**config.mk**
```make
export PLATFORM = sky130hd
export DESIGN_NAME = uart_tx_queue_crlf
export DESIGN_NICKNAME = d
export VERILOG_FILES = /design/src/rtl/utq_pkg.sv /design/src/rtl/uart_tx_queue_crlf.sv /design/src/rtl/utq_ram.sv
export SDC_FILE = /design/constraint.sdc
export NUM_CORES = 1
export LEC_CHECK = 0
export ABC_CLOCK_PERIOD_IN_PS = 3800
export BUFFER_PORTS_ARGS = -buffer_cell sky130_fd_sc_hd__buf_2
export CAP_MARGIN = 20
export CORE_UTILIZATION = 40
export DETAILED_ROUTE_END_ITERATION = 12
export GPL_ROUTABILITY_DRIVEN = 1
export GPL_TIMING_DRIVEN = 0
export SLEW_MARGIN = 15
export SYNTH_ARGS = -nofsm -noshare
export SYNTH_HDL_FRONTEND = slang
export SYNTH_SLANG_ARGS = --single-unit
```
**constraint.sdc**
```tcl
create_clock -name i_clk -period 3.8 [get_ports i_clk]
set_input_delay 0 -clock i_clk [delete_from_list [all_inputs] [get_ports i_clk]]
set_output_delay 0 -clock i_clk [all_outputs]
set_load 0.05 [all_outputs]
```
**src/rtl/utq_pkg.sv**
```systemverilog
// Shared constants of the UART transmit queue: character codes, command codes and stream widths.
// No dependencies; imported by the top level of the queue.
package utq_pkg;

    localparam logic [7:0] CHAR_LF = 8'h0A;
    localparam logic [7:0] CHAR_CR = 8'h0D;

    // Input command codes carried in the input tuser.
    localparam logic CMD_PUT     = 1'b0;
    localparam logic CMD_TX_RDY  = 1'b1;

    localparam int IN_TDATA_W  = 8;
    localparam int OUT_TDATA_W = 24;
    localparam int FILL_W      = 6;

endpackage

```
**src/rtl/uart_tx_queue_crlf.sv**
```systemverilog
// Top level of the UART transmit queue with line-feed to CR/LF expansion.
// Depends on utq_pkg (constants) and utq_ram (ring storage).
//
// This block is the transmit side queue of a UART. Each input transaction is either a put
// of one byte from software or a notice that the transmitter can take the next byte; the
// kind travels in the input tuser. A put stores its byte in a ring of DEPTH slots that holds
// at most DEPTH-1 bytes; a line feed is stored as a carriage return followed by the line
// feed, and each of the two bytes is checked for space on its own, so a ring with one free
// slot keeps the carriage return and drops the line feed. A byte that finds the ring full is
// dropped silently. Every stored byte turns the data-register-empty interrupt enable on. A
// transmitter-ready transaction pops the oldest byte and hands it out with send_valid set;
// on an empty ring it sends nothing and clears the interrupt enable. Every input transaction
// produces exactly one output transaction carrying send_valid, send_byte, bytes_stored,
// irq_enabled and fill_level (the byte count after the item, modulo 64). Bytes live in one
// synchronous RAM with a registered read port; the indices and the enable are flip-flops.
// An ordinary put and a pop on an empty ring go from idle straight to the output state;
// a line feed first passes a second write state (the two ring writes share the single
// write port) and a pop that finds a byte passes a read state for the registered RAM read. The
// output state waits while a stalled downstream holds the output register. The next item
// is taken once the previous result is in the output register, so a waiting result does
// not hold up the acceptance of the following item. The RAM content is undefined after
// reset; no clearing pass is needed, because a pop only reads slots that a put has written.
module uart_tx_queue_crlf #(
    parameter int DEPTH = 64
) (
    input  logic                               i_clk,
    input  logic                               i_rst_n,
    // Input stream.
    input  logic                               i_s_tvalid,
    output logic                               o_s_tready,
    input  logic [utq_pkg::IN_TDATA_W-1:0]     i_s_tdata,  // [7:0] data_byte
    input  logic [0:0]                         i_s_tuser,  // [0] command
    // Output stream.
    output logic                               o_m_tvalid,
    input  logic                               i_m_tready,
    // [7:0] send_byte, [9:8] bytes_stored, [10] irq_enabled, [16:11] fill_level, rest zero
    output logic [utq_pkg::OUT_TDATA_W-1:0]    o_m_tdata,
    output logic [0:0]                         o_m_tuser   // [0] send_valid
);

    import utq_pkg::*;

    localparam int AW = $clog2(DEPTH);
    localparam int FW = (AW > FILL_W) ? AW : FILL_W;

    localparam logic [1:0] S_IDLE = 2'd0;
    localparam logic [1:0] S_LF   = 2'd1;
    localparam logic [1:0] S_RD   = 2'd2;
    localparam logic [1:0] S_OUT  = 2'd3;

    logic [1:0]    r_state, n_state;
    logic [AW-1:0] r_wr, n_wr;
    logic [AW-1:0] r_rd, n_rd;
    logic          r_irq, n_irq;

    // Pending result of the item in flight.
    logic          r_res_valid, n_res_valid;
    logic [7:0]    r_res_byte, n_res_byte;
    logic [1:0]    r_res_stored, n_res_stored;

    // Output register.
    logic                   r_ovalid, n_ovalid;
    logic [OUT_TDATA_W-1:0] r_odata, n_odata;
    logic                   r_ouser, n_ouser;

    logic          accept;
    logic          out_free;
    logic [AW-1:0] wr_next;
    logic [AW-1:0] rd_next;
    logic          ring_full;
    logic          ring_empty;
    logic          ram_we;
    logic [7:0]    ram_wdata;
    logic          ram_re;
    logic [7:0]    ram_rdata;
    logic [AW:0]   fill_diff;
    logic [AW-1:0] fill_cnt;
    logic [FW-1:0] fill_ext;

    function automatic logic [AW-1:0] next_slot(input logic [AW-1:0] p);
        logic [AW-1:0] q;
        if (p == AW'(DEPTH - 1)) begin
            q = '0;
        end else begin
            q = p + 1'b1;
        end
        return q;
    endfunction

    assign accept     = i_s_tvalid && o_s_tready;
    assign o_s_tready = (r_state == S_IDLE);
    assign out_free   = !r_ovalid || i_m_tready;

    assign wr_next    = next_slot(r_wr);
    assign rd_next    = next_slot(r_rd);
    assign ring_full  = (wr_next == r_rd);
    assign ring_empty = (r_wr == r_rd);

    // Fill count, modulo DEPTH, then reduced to the reported width.
    assign fill_diff = {1'b0, r_wr} - {1'b0, r_rd};
    assign fill_cnt  = fill_diff[AW] ? AW'(fill_diff + (AW + 1)'(DEPTH)) : fill_diff[AW-1:0];
    assign fill_ext  = FW'(fill_cnt);

    utq_ram #(
        .WIDTH (8),
        .DEPTH (DEPTH)
    ) u_ring (
        .i_clk   (i_clk),
        .i_we    (ram_we),
        .i_waddr (r_wr),
        .i_wdata (ram_wdata),
        .i_re    (ram_re),
        .i_raddr (r_rd),
        .o_rdata (ram_rdata)
    );

    always_comb begin
        n_state      = r_state;
        n_wr         = r_wr;
        n_rd         = r_rd;
        n_irq        = r_irq;
        n_res_valid  = r_res_valid;
        n_res_byte   = r_res_byte;
        n_res_stored = r_res_stored;
        n_ovalid     = r_ovalid;
        n_odata      = r_odata;
        n_ouser      = r_ouser;
        ram_we       = 1'b0;
        ram_wdata    = r_res_byte;
        ram_re       = 1'b0;

        if (r_ovalid && i_m_tready) begin
            n_ovalid = 1'b0;
        end

        case (r_state)
            S_IDLE: begin
                if (accept) begin
                    n_res_valid  = 1'b0;
                    n_res_byte   = '0;
                    n_res_stored = '0;
                    if (i_s_tuser[0] == CMD_PUT) begin
                        // A line feed first stores a carriage return; the feed
                        // itself follows in the next cycle.
                        if (i_s_tdata == CHAR_LF) begin
                            ram_wdata  = CHAR_CR;
                            n_res_byte = CHAR_LF;
                            n_state    = S_LF;
                        end else begin
                            ram_wdata  = i_s_tdata;
                            n_state    = S_OUT;
                        end
                        if (!ring_full) begin
                            ram_we       = 1'b1;
                            n_wr         = wr_next;
                            n_irq        = 1'b1;
                            n_res_stored = 2'd1;
                        end
                    end else begin
                        if (!ring_empty) begin
                            ram_re  = 1'b1;
                            n_state = S_RD;
                        end else begin
                            n_irq   = 1'b0;
                            n_state = S_OUT;
                        end
                    end
                end
            end
            S_LF: begin
                ram_wdata  = CHAR_LF;
                n_res_byte = '0;
                if (!ring_full) begin
                    ram_we       = 1'b1;
                    n_wr         = wr_next;
                    n_irq        = 1'b1;
                    n_res_stored = r_res_stored + 2'd1;
                end
                n_state = S_OUT;
            end
            S_RD: begin
                n_res_valid = 1'b1;
                n_res_byte  = ram_rdata;
                n_rd        = rd_next;
                n_state     = S_OUT;
            end
            S_OUT: begin
                if (out_free) begin
                    n_ovalid = 1'b1;
                    n_ouser  = r_res_valid;
                    n_odata  = OUT_TDATA_W'({fill_ext[FILL_W-1:0], r_irq, r_res_stored,
                                             r_res_byte});
                    n_state  = S_IDLE;
                end
            end
            default: begin
                n_state = S_IDLE;
            end
        endcase
    end

    always_ff @(posedge i_clk) begin
        if (!i_rst_n) begin
            r_state  <= S_IDLE;
            r_wr     <= '0;
            r_rd     <= '0;
            r_irq    <= 1'b0;
            r_ovalid <= 1'b0;
        end else begin
            r_state  <= n_state;
            r_wr     <= n_wr;
            r_rd     <= n_rd;
            r_irq    <= n_irq;
            r_ovalid <= n_ovalid;
        end
    end

    always_ff @(posedge i_clk) begin
        r_res_valid  <= n_res_valid;
        r_res_byte   <= n_res_byte;
        r_res_stored <= n_res_stored;
        r_odata      <= n_odata;
        r_ouser      <= n_ouser;
    end

    assign o_m_tvalid   = r_ovalid;
    assign o_m_tdata    = r_odata;
    assign o_m_tuser[0] = r_ouser;

    // The ring indices always stay inside the ring.
    a_idx_range: assert property (@(posedge i_clk) disable iff (!i_rst_n)
        (r_wr <= AW'(DEPTH - 1)) && (r_rd <= AW'(DEPTH - 1)))
        else $error("ring index out of range");

    // A RAM read is only waited on while the ring holds data.
    a_rd_nonempty: assert property (@(posedge i_clk) disable iff (!i_rst_n)
        (r_state == S_RD) |-> (r_wr != r_rd))
        else $error("pop read issued on an empty ring");

    // A transmitter-ready transaction on an empty ring clears the interrupt enable.
    a_irq_clear: assert property (@(posedge i_clk) disable iff (!i_rst_n)
        (accept && (i_s_tuser[0] == CMD_TX_RDY) && ring_empty) |=> !r_irq)
        else $error("interrupt enable not cleared on empty pop");

    // A result that sends a byte never reports stored bytes.
    a_send_no_store: assert property (@(posedge i_clk) disable iff (!i_rst_n)
        (o_m_tvalid && o_m_tuser[0]) |-> (o_m_tdata[9:8] == 2'd0))
        else $error("send and store reported in one result");

endmodule

```
**src/rtl/utq_ram.sv**
```systemverilog
// Generic simple dual-port RAM with one write port and one registered read port.
// Standalone; used for the byte ring of the UART transmit queue.
module utq_ram #(
    parameter int WIDTH = 8,
    parameter int DEPTH = 64
) (
    input  logic                     i_clk,
    input  logic                     i_we,
    input  logic [$clog2(DEPTH)-1:0] i_waddr,
    input  logic [WIDTH-1:0]         i_wdata,
    input  logic                     i_re,
    input  logic [$clog2(DEPTH)-1:0] i_raddr,
    output logic [WIDTH-1:0]         o_rdata
);

    logic [WIDTH-1:0] r_mem [DEPTH];
    logic [WIDTH-1:0] r_rdata;

    always_ff @(posedge i_clk) begin
        if (i_we) begin
            r_mem[i_waddr] <= i_wdata;
        end
        if (i_re) begin
            r_rdata <= r_mem[i_raddr];
        end
    end

    assign o_rdata = r_rdata;

endmodule
```
==> out/metrics.csv, run 1 <==
stage,metric,value,unit
global_routing,first-pass GRT wire length,76800,um
power_and_ir_drop,pwr/cell area,712,nW/um^2
global_routing,met3 Use GR,3.20,%
route,number of remaining DRC errors,0,
sta,RSZ-0062 raised after global routing,false,
placement,gpl congestion,0.874,
min_path,hold path depth,2,
yosys,mapped cell area,22600,sq um
layout,Final nets,1254,
global_routing,vias in the first global route,11500,
worst_setup_path,startpoint types,flop,
worst_setup_path,Crit Path Category,flop to flop,
status,status,finished clean,
worst_setup_path,worst-path fanout max,10,
clock_network,post-CTS setup buffer count,0,
clock_network,# H-tree levels,2,
power_and_ir_drop,LEAKAGE,0.00826,uW
sta,final hold violations,0,
layout,layout cells sized above 1,32.6,%
placement,port bufs,32,
worst_setup_path,Crit path required time,4.13,ns
worst_setup_path,cells on worst reg2reg path,7,
run,MaxCap Viol Count,0,
yosys,Gate Count Post-Synth,1084,
sta,Worst Slack Setup Final,0.0466,ns
clock_network,CTS tree,yes,
floorplan,num ports,40,
yosys,Post-synth EDFFs,549,
yosys,YS warnings,0,
sta,crit share post-route,98.8,%
yosys,Mean Syn Cell Area,20.9,sq um
clock_network,Root Buffer,clkbuf_16,
layout,design area,26300,sq um
sta,Max Clock Freq,266,MHz
clock_network,"Clk pin slew, worst setup/hold paths",0.06,ns
global_routing,met2 GRT Util,29.5,%
clock_network,clk_lat worst skew,0.62,ns
power_and_ir_drop,Power Total,18700,uW
global_routing,Total GRT Usage,18.6,%
global_routing,Congestion Overflow GR,0,
route,initial DRC count,1147,
clock_network,CTS buffer count,56,
route,Avg WL per Cell,25.7,um
placement,DP HPWL,34600,um
sta,clk_skew,0.0310,ns
floorplan,Starting Density,40.8,%
yosys,register area share after synthesis,74.3,%
worst_setup_path,CP max stage cell,clkdlybuf4s15_2,
worst_setup_path,Setup crit end kind,flop,
clock_network,CTS Buffer Depth,3,
sta,worst hold slack,0.155,ns
yosys,synth unique cells,55,
floorplan,Die H,240,um
sta,Max-slew headroom,32.6,%
layout,"most common cell after layout, fill and taps aside",edfxtp_1,
global_routing,met1 GRT Util,26.0,%
yosys,Seq cells post-synth,565,
worst_setup_path,Crit path arrival time,4.08,ns
layout,n_diodes,0,
clock_network,clock sinks,565,
sta,Final Critical Period,3.75,ns
sta,Pins Over Slew Limit,0,
layout,most frequent cells in the layout,"edfxtp_1, mux4_2, buf_2",
placement,Post-Place Worst Slack,-0.0949,ns
min_path,Hold Crit Class,input port to flop,
worst_setup_path,Crit path largest cell delay,0.57,ns
floorplan,area of the die,57500,sq um
floorplan,Core Region,55500,sq um
route,Vias,11200,
power_and_ir_drop,VDD IR max,0.358,mV
yosys,top_reg_cell synth,edfxtp_1,
yosys,ys async rst share,0,%
floorplan,Die Width,240,um
route,drt total wl,52000,um
yosys,Synth area leaders,"edfxtp_1, mux4_2, dfxtp_1",
global_routing,largest net degree at the start of global routing,65,
yosys,"area leader, netlist",edfxtp_1,
route,first drt pass iteration count,5,
global_routing,most used routing layer in global routing,met2,
sta,measured slew at the worst slew-check pin,1.01,ns
floorplan,Core Rows,86,
worst_setup_path,crit-path cells,"clkbuf_1, clkbuf_1, clkdlybuf4s15_2, mux4_2, mux4_2, a22oi_1, nand2_1",
yosys,Yosys top cell area share,72.8,%
placement,Placed Area,24400,sq um
route,routed vias/inst,5.53,
global_routing,initial antenna violation count,0,
layout,"Area growth, synth to finish",16.2,%
route,post-route ant nets,0,
sta,final-report setup violation count,0,
logic make-up after synthesis:
| logic type | Yosys count | synth area share (%) |
|---|---|---|
| flops | 565 | 74.3 |
| mux | 166 | 16.2 |
| simple gates | 165 | 3.70 |
| buf+inv | 88 | 1.90 |
| compound gates | 68 | 2.49 |
| xor+xnor | 18 | 0.697 |
| fa+ha+maj | 13 | 0.752 |
| other cells | 1 | 0.0166 |
synth_stat cells (4+ instances only):
library cell,number
buf_1,14
buf_6,5
xor2_1,5
o211ai_1,6
a21oi_1,8
and2_1,12
a22oi_1,16
a22o_1,6
nor4_1,33
nor2b_1,8
nor3_1,10
edfxtp_1,549
buf_2,16
mux2i_1,6
nand3_1,4
inv_1,17
clkbuf_1,24
mux4_2,160
dfxtp_1,16
xnor2_1,13
o21ai_0,7
ha_1,12
nand2b_1,5
nand2_1,32
nor2_1,44
buf_4,11
through the flow:
step           setup TNS, ns  utilization (%)  instances
6_report                   0             47.4       2022
5_1_grt                    0             47.4       2022
4_1_cts                    0             47.3       2021
3_5_place_dp          -0.343             43.9       1913
3_3_place_gp         -136.04             42.8       1870
2_1_floorplan              0                -       1090
state kept, by name, indices dropped and copies added (netlist names), 2 cells and up:
name / cells
o_m_tdata: 17
r_rd: 6
r_res_byte: 8
r_res_stored: 2
r_state: 2
r_wr: 6
u_ring.o_rdata: 8
u_ring.r_mem: 512
area by class of cell:
type | instances | area, sq um
fill | 4652 | 29200
sequential | 565 | 16800
multi-input combinational | 437 | 5690
clock buffer | 70 | 1500
tap | 748 | 936
timing repair buffer | 80 | 571
buffer | 70 | 382
clock inverter | 34 | 349
inverter | 18 | 67.6
report_power, final:
group / leakage [uW] / internal, uW / switching, uW
sequential: 0.00514 / 8080 / 101
combinational: 0.00223 / 1790 / 3220
clock: 0.000889 / 3250 / 2290
worst max-delay path: cells and delay by family, from the launching register on:
kind	cells	cell delay (ns)
muxes	2	0.94
AOI/OAI and AO/OA	1	0.47
DFF	1	0.39
buffers and inverters	3	1.53
and+or+nand+nor	1	0.14
routing by layer:
metal  part of all wire [%]  routed length (um)  vias to the layer above
met5                      0                   0                        -
met4                    3.0                1540                        0
met3                    6.3                3290                       94
met2                     48               24800                      388
met1                     43               22400                     5897
li1                       -                   -                     4801
timing repair:
item / in CTS / in global routing
cloned: 0 / 0
gates resized for setup: 4 / 6
endpoints found under the hold margin: 15 / 0
hold buffers: 4 / 0
setup endpoints to repair: 6 / 7
final timing paths:
check                           slack, ns    startpoint                   to
worst max register to register       0.05       r_rd[1]    u_ring.o_rdata[3]
worst min-delay path                 0.16  i_s_tdata[6]  u_ring.r_mem[43][6]
worst max-delay path                 0.05       r_rd[1]    u_ring.o_rdata[3]
worst min register to register       0.43   r_res_valid            o_m_tuser
Note: power is estimated with default switching activity, not from simulation.
==> inputs of run 2 (changes only) <==
--- a/config.mk
+++ b/config.mk
@@ -12,6 +12,7 @@
 export DETAILED_ROUTE_END_ITERATION = 12
 export GPL_ROUTABILITY_DRIVEN = 1
 export GPL_TIMING_DRIVEN = 0
+export REMOVE_ABC_BUFFERS = 1
 export SLEW_MARGIN = 15
 export SYNTH_ARGS = -nofsm -noshare
 export SYNTH_HDL_FRONTEND = slang
==> run 2 against run 1 <==
  * Die area is the same
  * Hold slack worse by 0.0069 ns
  * Combinational power shrank 3%
  * Final area fell by 0.40%
  * Clock power is 2% lower
  * Global-route usage down 1.9 points
==> out/metrics.csv, run 2 (synthesized netlist as in run 1, its figures left out) <==
stage,metric,value,unit,change
floorplan,Core Rows,86,,unchanged
min_path,Hold Crit Class,input port to flop,,
route,first drt pass iteration count,5,,unchanged
clock_network,# H-tree levels,2,,unchanged
worst_setup_path,Crit Path Category,flop to flop,,
route,routed vias/inst,5.46,,-1.3%
sta,RSZ-0062 raised after global routing,true,,
run,MaxCap Viol Count,0,,unchanged
clock_network,CTS buffer count,55,,-1.8%
sta,Max Clock Freq,269,MHz,+0.91%
sta,Max-slew headroom,34.8,%,+2.2 points
layout,area occupied by multi-input gates,5700,sq um,+0.31%
worst_setup_path,r2r endpoint,u_ring.r_mem[59][0],,
min_path,Hold Crit Start,i_s_tdata[5],,
clock_network,"Clk pin slew, worst setup/hold paths",0.07,ns,about the same
global_routing,largest net degree at the start of global routing,48,,-26%
clock_network,CTS tree,yes,,
layout,Register Area,16800,sq um,about the same
layout,most frequent cells in the layout,"edfxtp_1, mux4_2, clkbuf_16",,
status,status,finished clean,,
worst_setup_path,Crit path arrival time,4.02,ns,-0.06 ns
worst_setup_path,Setup crit end kind,flop,,
route,Avg WL per Cell,23.8,um,-7.4%
placement,DP HPWL,29800,um,-14%
sta,clk_skew,0.0113,ns,-0.0198 ns
sta,final setup TNS,0,ns,unchanged
placement,gpl congestion,0.851,,-2.7%
global_routing,first-pass GRT wire length,70000,um,-8.8%
sta,measured slew at the worst slew-check pin,0.975,ns,-0.0366 ns
power_and_ir_drop,VDD IR max,0.490,mV,+37%
clock_network,Root Buffer,clkbuf_16,,
min_path,hold path depth,5,,+3
sta,Final Critical Period,3.72,ns,-0.0337 ns
sta,crit share post-route,97.9,%,-0.89 points
floorplan,Starting Density,40.8,%,unchanged
worst_setup_path,cells on worst reg2reg path,8,,+1
clock_network,clock sinks,565,,unchanged
route,post-route ant nets,0,,unchanged
worst_setup_path,startpoint types,flop,,
route,drt total wl,46700,um,-10%
power_and_ir_drop,LEAKAGE,0.00815,uW,-1.4%
layout,Non-Filler Instances,1958,,-3.2%
global_routing,Congestion Overflow GR,0,,unchanged
floorplan,Die Width,240,um,unchanged
clock_network,CTS Buffer Depth,3,,unchanged
sta,Pins Over Slew Limit,0,,unchanged
floorplan,area of the die,57500,sq um,unchanged
route,Vias,10700,,-4.4%
layout,n_diodes,0,,unchanged
layout,"most common cell after layout, fill and taps aside",edfxtp_1,,
clock_network,clk_lat worst skew,0.59,ns,-0.03 ns
floorplan,Die H,240,um,unchanged
worst_setup_path,worst-path fanout max,18,,+8
worst_setup_path,FF-to-FF Start,r_wr[3],,
placement,Placed Instances,1856,,-3.0%
route,initial DRC count,1022,,-11%
worst_setup_path,flop2flop setup slack,0.08,ns,+0.03 ns
layout,Final nets,1198,,-4.5%
sta,final hold violations,0,,unchanged
power_and_ir_drop,pwr/cell area,708,nW/um^2,-0.57%
layout,layout cells sized above 1,32.7,%,+0.15 points
layout,"Area growth, synth to finish",15.7,%,
layout,number of flip-flops in the largest register,512,,unchanged
floorplan,Core Region,55500,sq um,unchanged
route,number of remaining DRC errors,0,,unchanged
placement,port bufs,32,,unchanged
floorplan,num ports,40,,unchanged
sta,final-report setup violation count,0,,unchanged
worst_setup_path,Crit path required time,4.10,ns,-0.03 ns
layout,final core occ,47.2,%,-0.19 points
global_routing,vias in the first global route,10800,,-6.2%
layout,design area,26200,sq um,-0.40%
global_routing,Total GRT Usage,16.7,%,-1.9 points
layout,Fill cells,4585,,-1.4%
global_routing,initial antenna violation count,0,,unchanged
min_path,Worst Hold Path EP,r_res_byte[1],,
layout,Biggest register,u_ring.r_mem,,
placement,Placed Area,24300,sq um,-0.32%
==> run 2: layout make-up <==
cell class / count / area share [%]
multi-input combinational: 437 / 21.8
timing repair buffer: 95 / 3.35
clock buffer: 65 / 5.56
sequential: 565 / 64.2
inverter: 18 / 0.268
tap: 748 / 3.57
clock inverter: 30 / 1.25
==> run 2: worst max path at each step <==
stage | from | to | slack (ns)
2_1_floorplan | r_rd[0] | u_ring.r_mem[34][0] | -3.89
3_3_place_gp | r_rd[0] | u_ring.r_mem[43][3] | -7.81
3_5_place_dp | r_wr[5] | u_ring.r_mem[34][0] | -0.49
4_1_cts | r_wr[0] | u_ring.r_mem[34][2] | 0.02
5_1_grt | r_wr[3] | u_ring.r_mem[59][0] | -0.09
6_report | r_wr[3] | u_ring.r_mem[59][0] | 0.08
==> run 2: through the flow <==
stage	total power, uW	hold slack (ns)	worst slack, ns
3_5_place_dp	13300	0.373	-0.487
2_1_floorplan	11300	0.118	-3.89
5_1_grt	19200	0.181	-0.0868
6_report	18500	0.148	0.0803
3_3_place_gp	12000	0.362	-7.81
4_1_cts	18700	0.102	0.0194
==> run 2: layer usage <==
metal	track usage [%]	routed length (um)	up-vias
li1	-	-	4679
met1	23.6	20600	5641
met2	26.6	22600	294
met3	1.97	2100	76
met4	6.54	1430	0
met5	0	0	-
==> run 2: critical path, stage by stage, from the launching register on <==
cell and delay, ns:
dfxtp_1 0.67, nand3_2 0.41, o211a_1 0.33, o211ai_1 0.17, o311a_2 0.48, nor2_4 0.23
buf_16 0.23, nor4_2 0.62, buf_4 0.27
==> run 2: power breakdown <==
part	switching, uW	internal, uW
combinational	2940	1910
clock	2230	3190
sequential	192	8070
==> run 2: what timing repair did <==
action / CTS / global route
hold endpoints to repair: 21 / 0
setup endpoints to repair: 433 / 113
hold buffers: 7 / 0
gates resized for setup: 3 / 7
buffers inserted: 0 / 0
==> inputs of run 3 (changes only) <==
--- a/config.mk
+++ b/config.mk
@@ -5,7 +5,7 @@
 export SDC_FILE = /design/constraint.sdc
 export NUM_CORES = 1
 export LEC_CHECK = 0
-export ABC_CLOCK_PERIOD_IN_PS = 3800
+export ABC_CLOCK_PERIOD_IN_PS = 4000
 export BUFFER_PORTS_ARGS = -buffer_cell sky130_fd_sc_hd__buf_2
 export CAP_MARGIN = 20
 export CORE_UTILIZATION = 40
@@ -13,6 +13,7 @@
 export GPL_ROUTABILITY_DRIVEN = 1
 export GPL_TIMING_DRIVEN = 0
 export REMOVE_ABC_BUFFERS = 1
+export SKIP_LAST_GASP = 1
 export SLEW_MARGIN = 15
 export SYNTH_ARGS = -nofsm -noshare
 export SYNTH_HDL_FRONTEND = slang
==> constraint.sdc (replaced) <==
create_clock -name i_clk -period 4 [get_ports i_clk]
set_input_delay 0 -clock i_clk [delete_from_list [all_inputs] [get_ports i_clk]]
set_output_delay 0 -clock i_clk [all_outputs]
set_load 0.05 [all_outputs]
==> run 3 against run 2 <==
  * Final cell count unchanged
  * Maximum frequency down 0.98%
  * Hold slack worse by 0.0041 ns
  * Flip-flop and latch count unchanged
  * Count of clock-buffer cells in the layout unchanged
  * Die area unchanged
  * Highest routed layer unchanged
==> out/metrics.csv, run 3 (synthesized netlist as in run 1, its figures left out) <==
stage,metric,value,unit,change
layout,final core occ,47.1,%,about the same
clock_network,# H-tree levels,2,,unchanged
placement,Placed Instances,1856,,unchanged
global_routing,largest net degree at the start of global routing,48,,unchanged
power_and_ir_drop,VDD IR max,0.465,mV,-5.1%
placement,gpl congestion,0.851,,unchanged
global_routing,first-pass GRT wire length,70000,um,unchanged
global_routing,Total GRT Usage,16.7,%,unchanged
worst_setup_path,Crit path required time,4.30,ns,+0.20 ns
layout,n_diodes,0,,unchanged
layout,layout cells sized above 1,32.2,%,-0.50 points
worst_setup_path,Crit path largest cell delay,0.63,ns,-0.04 ns
worst_setup_path,startpoint types,flop,,
placement,port bufs,32,,unchanged
clock_network,clk_lat worst skew,0.59,ns,about the same
route,Vias,10700,,-0.16%
route,first drt pass iteration count,5,,unchanged
route,Avg WL per Cell,23.8,um,-0.23%
sta,final setup TNS,0,ns,unchanged
clock_network,clock sinks,565,,unchanged
run,MaxCap Viol Count,0,,unchanged
route,routed vias/inst,5.45,,-0.16%
sta,RSZ-0062 raised after global routing,false,,
clock_network,CTS tree,yes,,
floorplan,num ports,40,,unchanged
worst_setup_path,Crit path arrival time,4.06,ns,+0.04 ns
sta,crit share post-route,93.9,%,-4.0 points
global_routing,initial antenna violation count,0,,unchanged
layout,"most common cell after layout, fill and taps aside",edfxtp_1,,
clock_network,Root Buffer,clkbuf_16,,
route,initial DRC count,1026,,+0.39%
power_and_ir_drop,LEAKAGE,0.00815,uW,about the same
layout,number of flip-flops in the largest register,512,,unchanged
floorplan,Starting Density,40.8,%,unchanged
layout,most frequent cells in the layout,"edfxtp_1, mux4_2, clkbuf_16",,
layout,Register Area,16800,sq um,unchanged
sta,clk_skew,0.0126,ns,+0.00130 ns
clock_network,CTS Buffer Depth,3,,unchanged
worst_setup_path,FF-to-FF Start,r_wr[2],,
layout,Non-Filler Instances,1958,,unchanged
layout,Fill cells,4586,,+0.022%
sta,measured slew at the worst slew-check pin,1.10,ns,+0.126 ns
floorplan,Die Width,240,um,unchanged
sta,Final Critical Period,3.76,ns,+0.0370 ns
worst_setup_path,CP max stage cell,nor4_2,,
route,number of remaining DRC errors,0,,unchanged
clock_network,CTS buffer count,55,,unchanged
worst_setup_path,Crit Path Category,flop to flop,,
floorplan,Die H,240,um,unchanged
sta,final-report setup violation count,0,,unchanged
layout,"Area growth, synth to finish",15.6,%,about the same
sta,final hold violations,0,,unchanged
min_path,Hold Crit Class,input port to flop,,
route,post-route ant nets,0,,unchanged
layout,Biggest register,u_ring.r_mem,,
floorplan,area of the die,57500,sq um,unchanged
global_routing,Congestion Overflow GR,0,,unchanged
min_path,Hold Crit Start,i_s_tdata[5],,
sta,Max-slew headroom,26.3,%,-8.4 points
worst_setup_path,CP bufs+invs,2,,unchanged
worst_setup_path,worst-path fanout max,18,,unchanged
worst_setup_path,"delay-heaviest family, CP",simple AND/OR/NAND/NOR gates,,
layout,Final nets,1198,,unchanged
sta,Pins Over Slew Limit,0,,unchanged
sta,worst hold slack,0.144,ns,-0.00406 ns
clock_network,"Clk pin slew, worst setup/hold paths",0.07,ns,about the same
power_and_ir_drop,pwr/cell area,673,nW/um^2,-5.0%
placement,DP HPWL,29800,um,unchanged
status,status,finished clean,,
floorplan,Core Region,55500,sq um,unchanged
sta,Max Clock Freq,266,MHz,-0.98%
worst_setup_path,Setup crit end kind,flop,,
worst_setup_path,critical path launch point,r_wr[2],,
route,drt total wl,46500,um,-0.23%
layout,area occupied by multi-input gates,5680,sq um,-0.39%
floorplan,Core Rows,86,,unchanged
worst_setup_path,crit-path cells,"nand3_2, and2_1, o31ai_1, o311a_2, nor2_4, buf_16, nor4_2, buf_4",,
global_routing,vias in the first global route,10800,,unchanged
[run 3: cell counts in the layout (fill, tap and decap cells not counted)]
Identical to the previous run, type by type.
[run 3: per-layer routing]
layer	track usage, %	up-vias	wire [um]
li1	-	4676	-
met1	23.6	5633	20600
met2	26.6	284	22500
met3	1.97	80	2000
met4	6.54	0	1440
met5	0	-	0
[run 3: layout make-up]
cell class	count	area share (%)
sequential	565	64.3
multi-input combinational	437	21.7
clock buffer	65	5.57
tap	748	3.58
timing repair buffer	95	3.36
clock inverter	30	1.25
inverter	18	0.268
[run 3: metrics by stage]
| step | instance area (sq um) | total power (uW) | worst slack (ns) |
|---|---|---|---|
| 6_report | 26200 | 17600 | 0.243 |
| 5_1_grt | 26200 | 18300 | 0.00382 |
| 4_1_cts | 26200 | 17700 | 0.145 |
| 3_5_place_dp | 24300 | 12600 | -0.287 |
| 3_3_place_gp | 23400 | 11500 | -7.61 |
| 2_1_floorplan | 22300 | 10800 | -3.69 |
[run 3: power by group]
part	switching [uW]	leakage, uW	internal, uW
sequential	180	0.00514	7670
clock	2120	0.000867	3030
combinational	2790	0.00213	1810
[run 3: path summary, 6_finish.rpt]
| path | end | slack, ns | cells past startpoint |
|---|---|---|---|
| max | u_ring.r_mem[58][0] | 0.24 | 8 |
| min | r_res_byte[1] | 0.14 | 5 |
| max reg2reg | u_ring.r_mem[58][0] | 0.24 | 8 |
| min reg2reg | o_m_tuser | 0.45 | 0 |
[run 3: what timing repair did]
action                     4_1_cts  5_1_grt
setup endpoints to repair      232        4
hold buffers                     7        0
hold endpoints to repair        21        0
buffers inserted                 0        0
resized for setup                2        1
[run 3: worst reg2reg max path: stages, from the launching register on]
cell and delay [ns]:
dfxtp_1 0.59, nand3_2 0.47, and2_1 0.31, o31ai_1 0.21
o311a_2 0.49, nor2_4 0.23, buf_16 0.26, nor4_2 0.63
buf_4 0.27
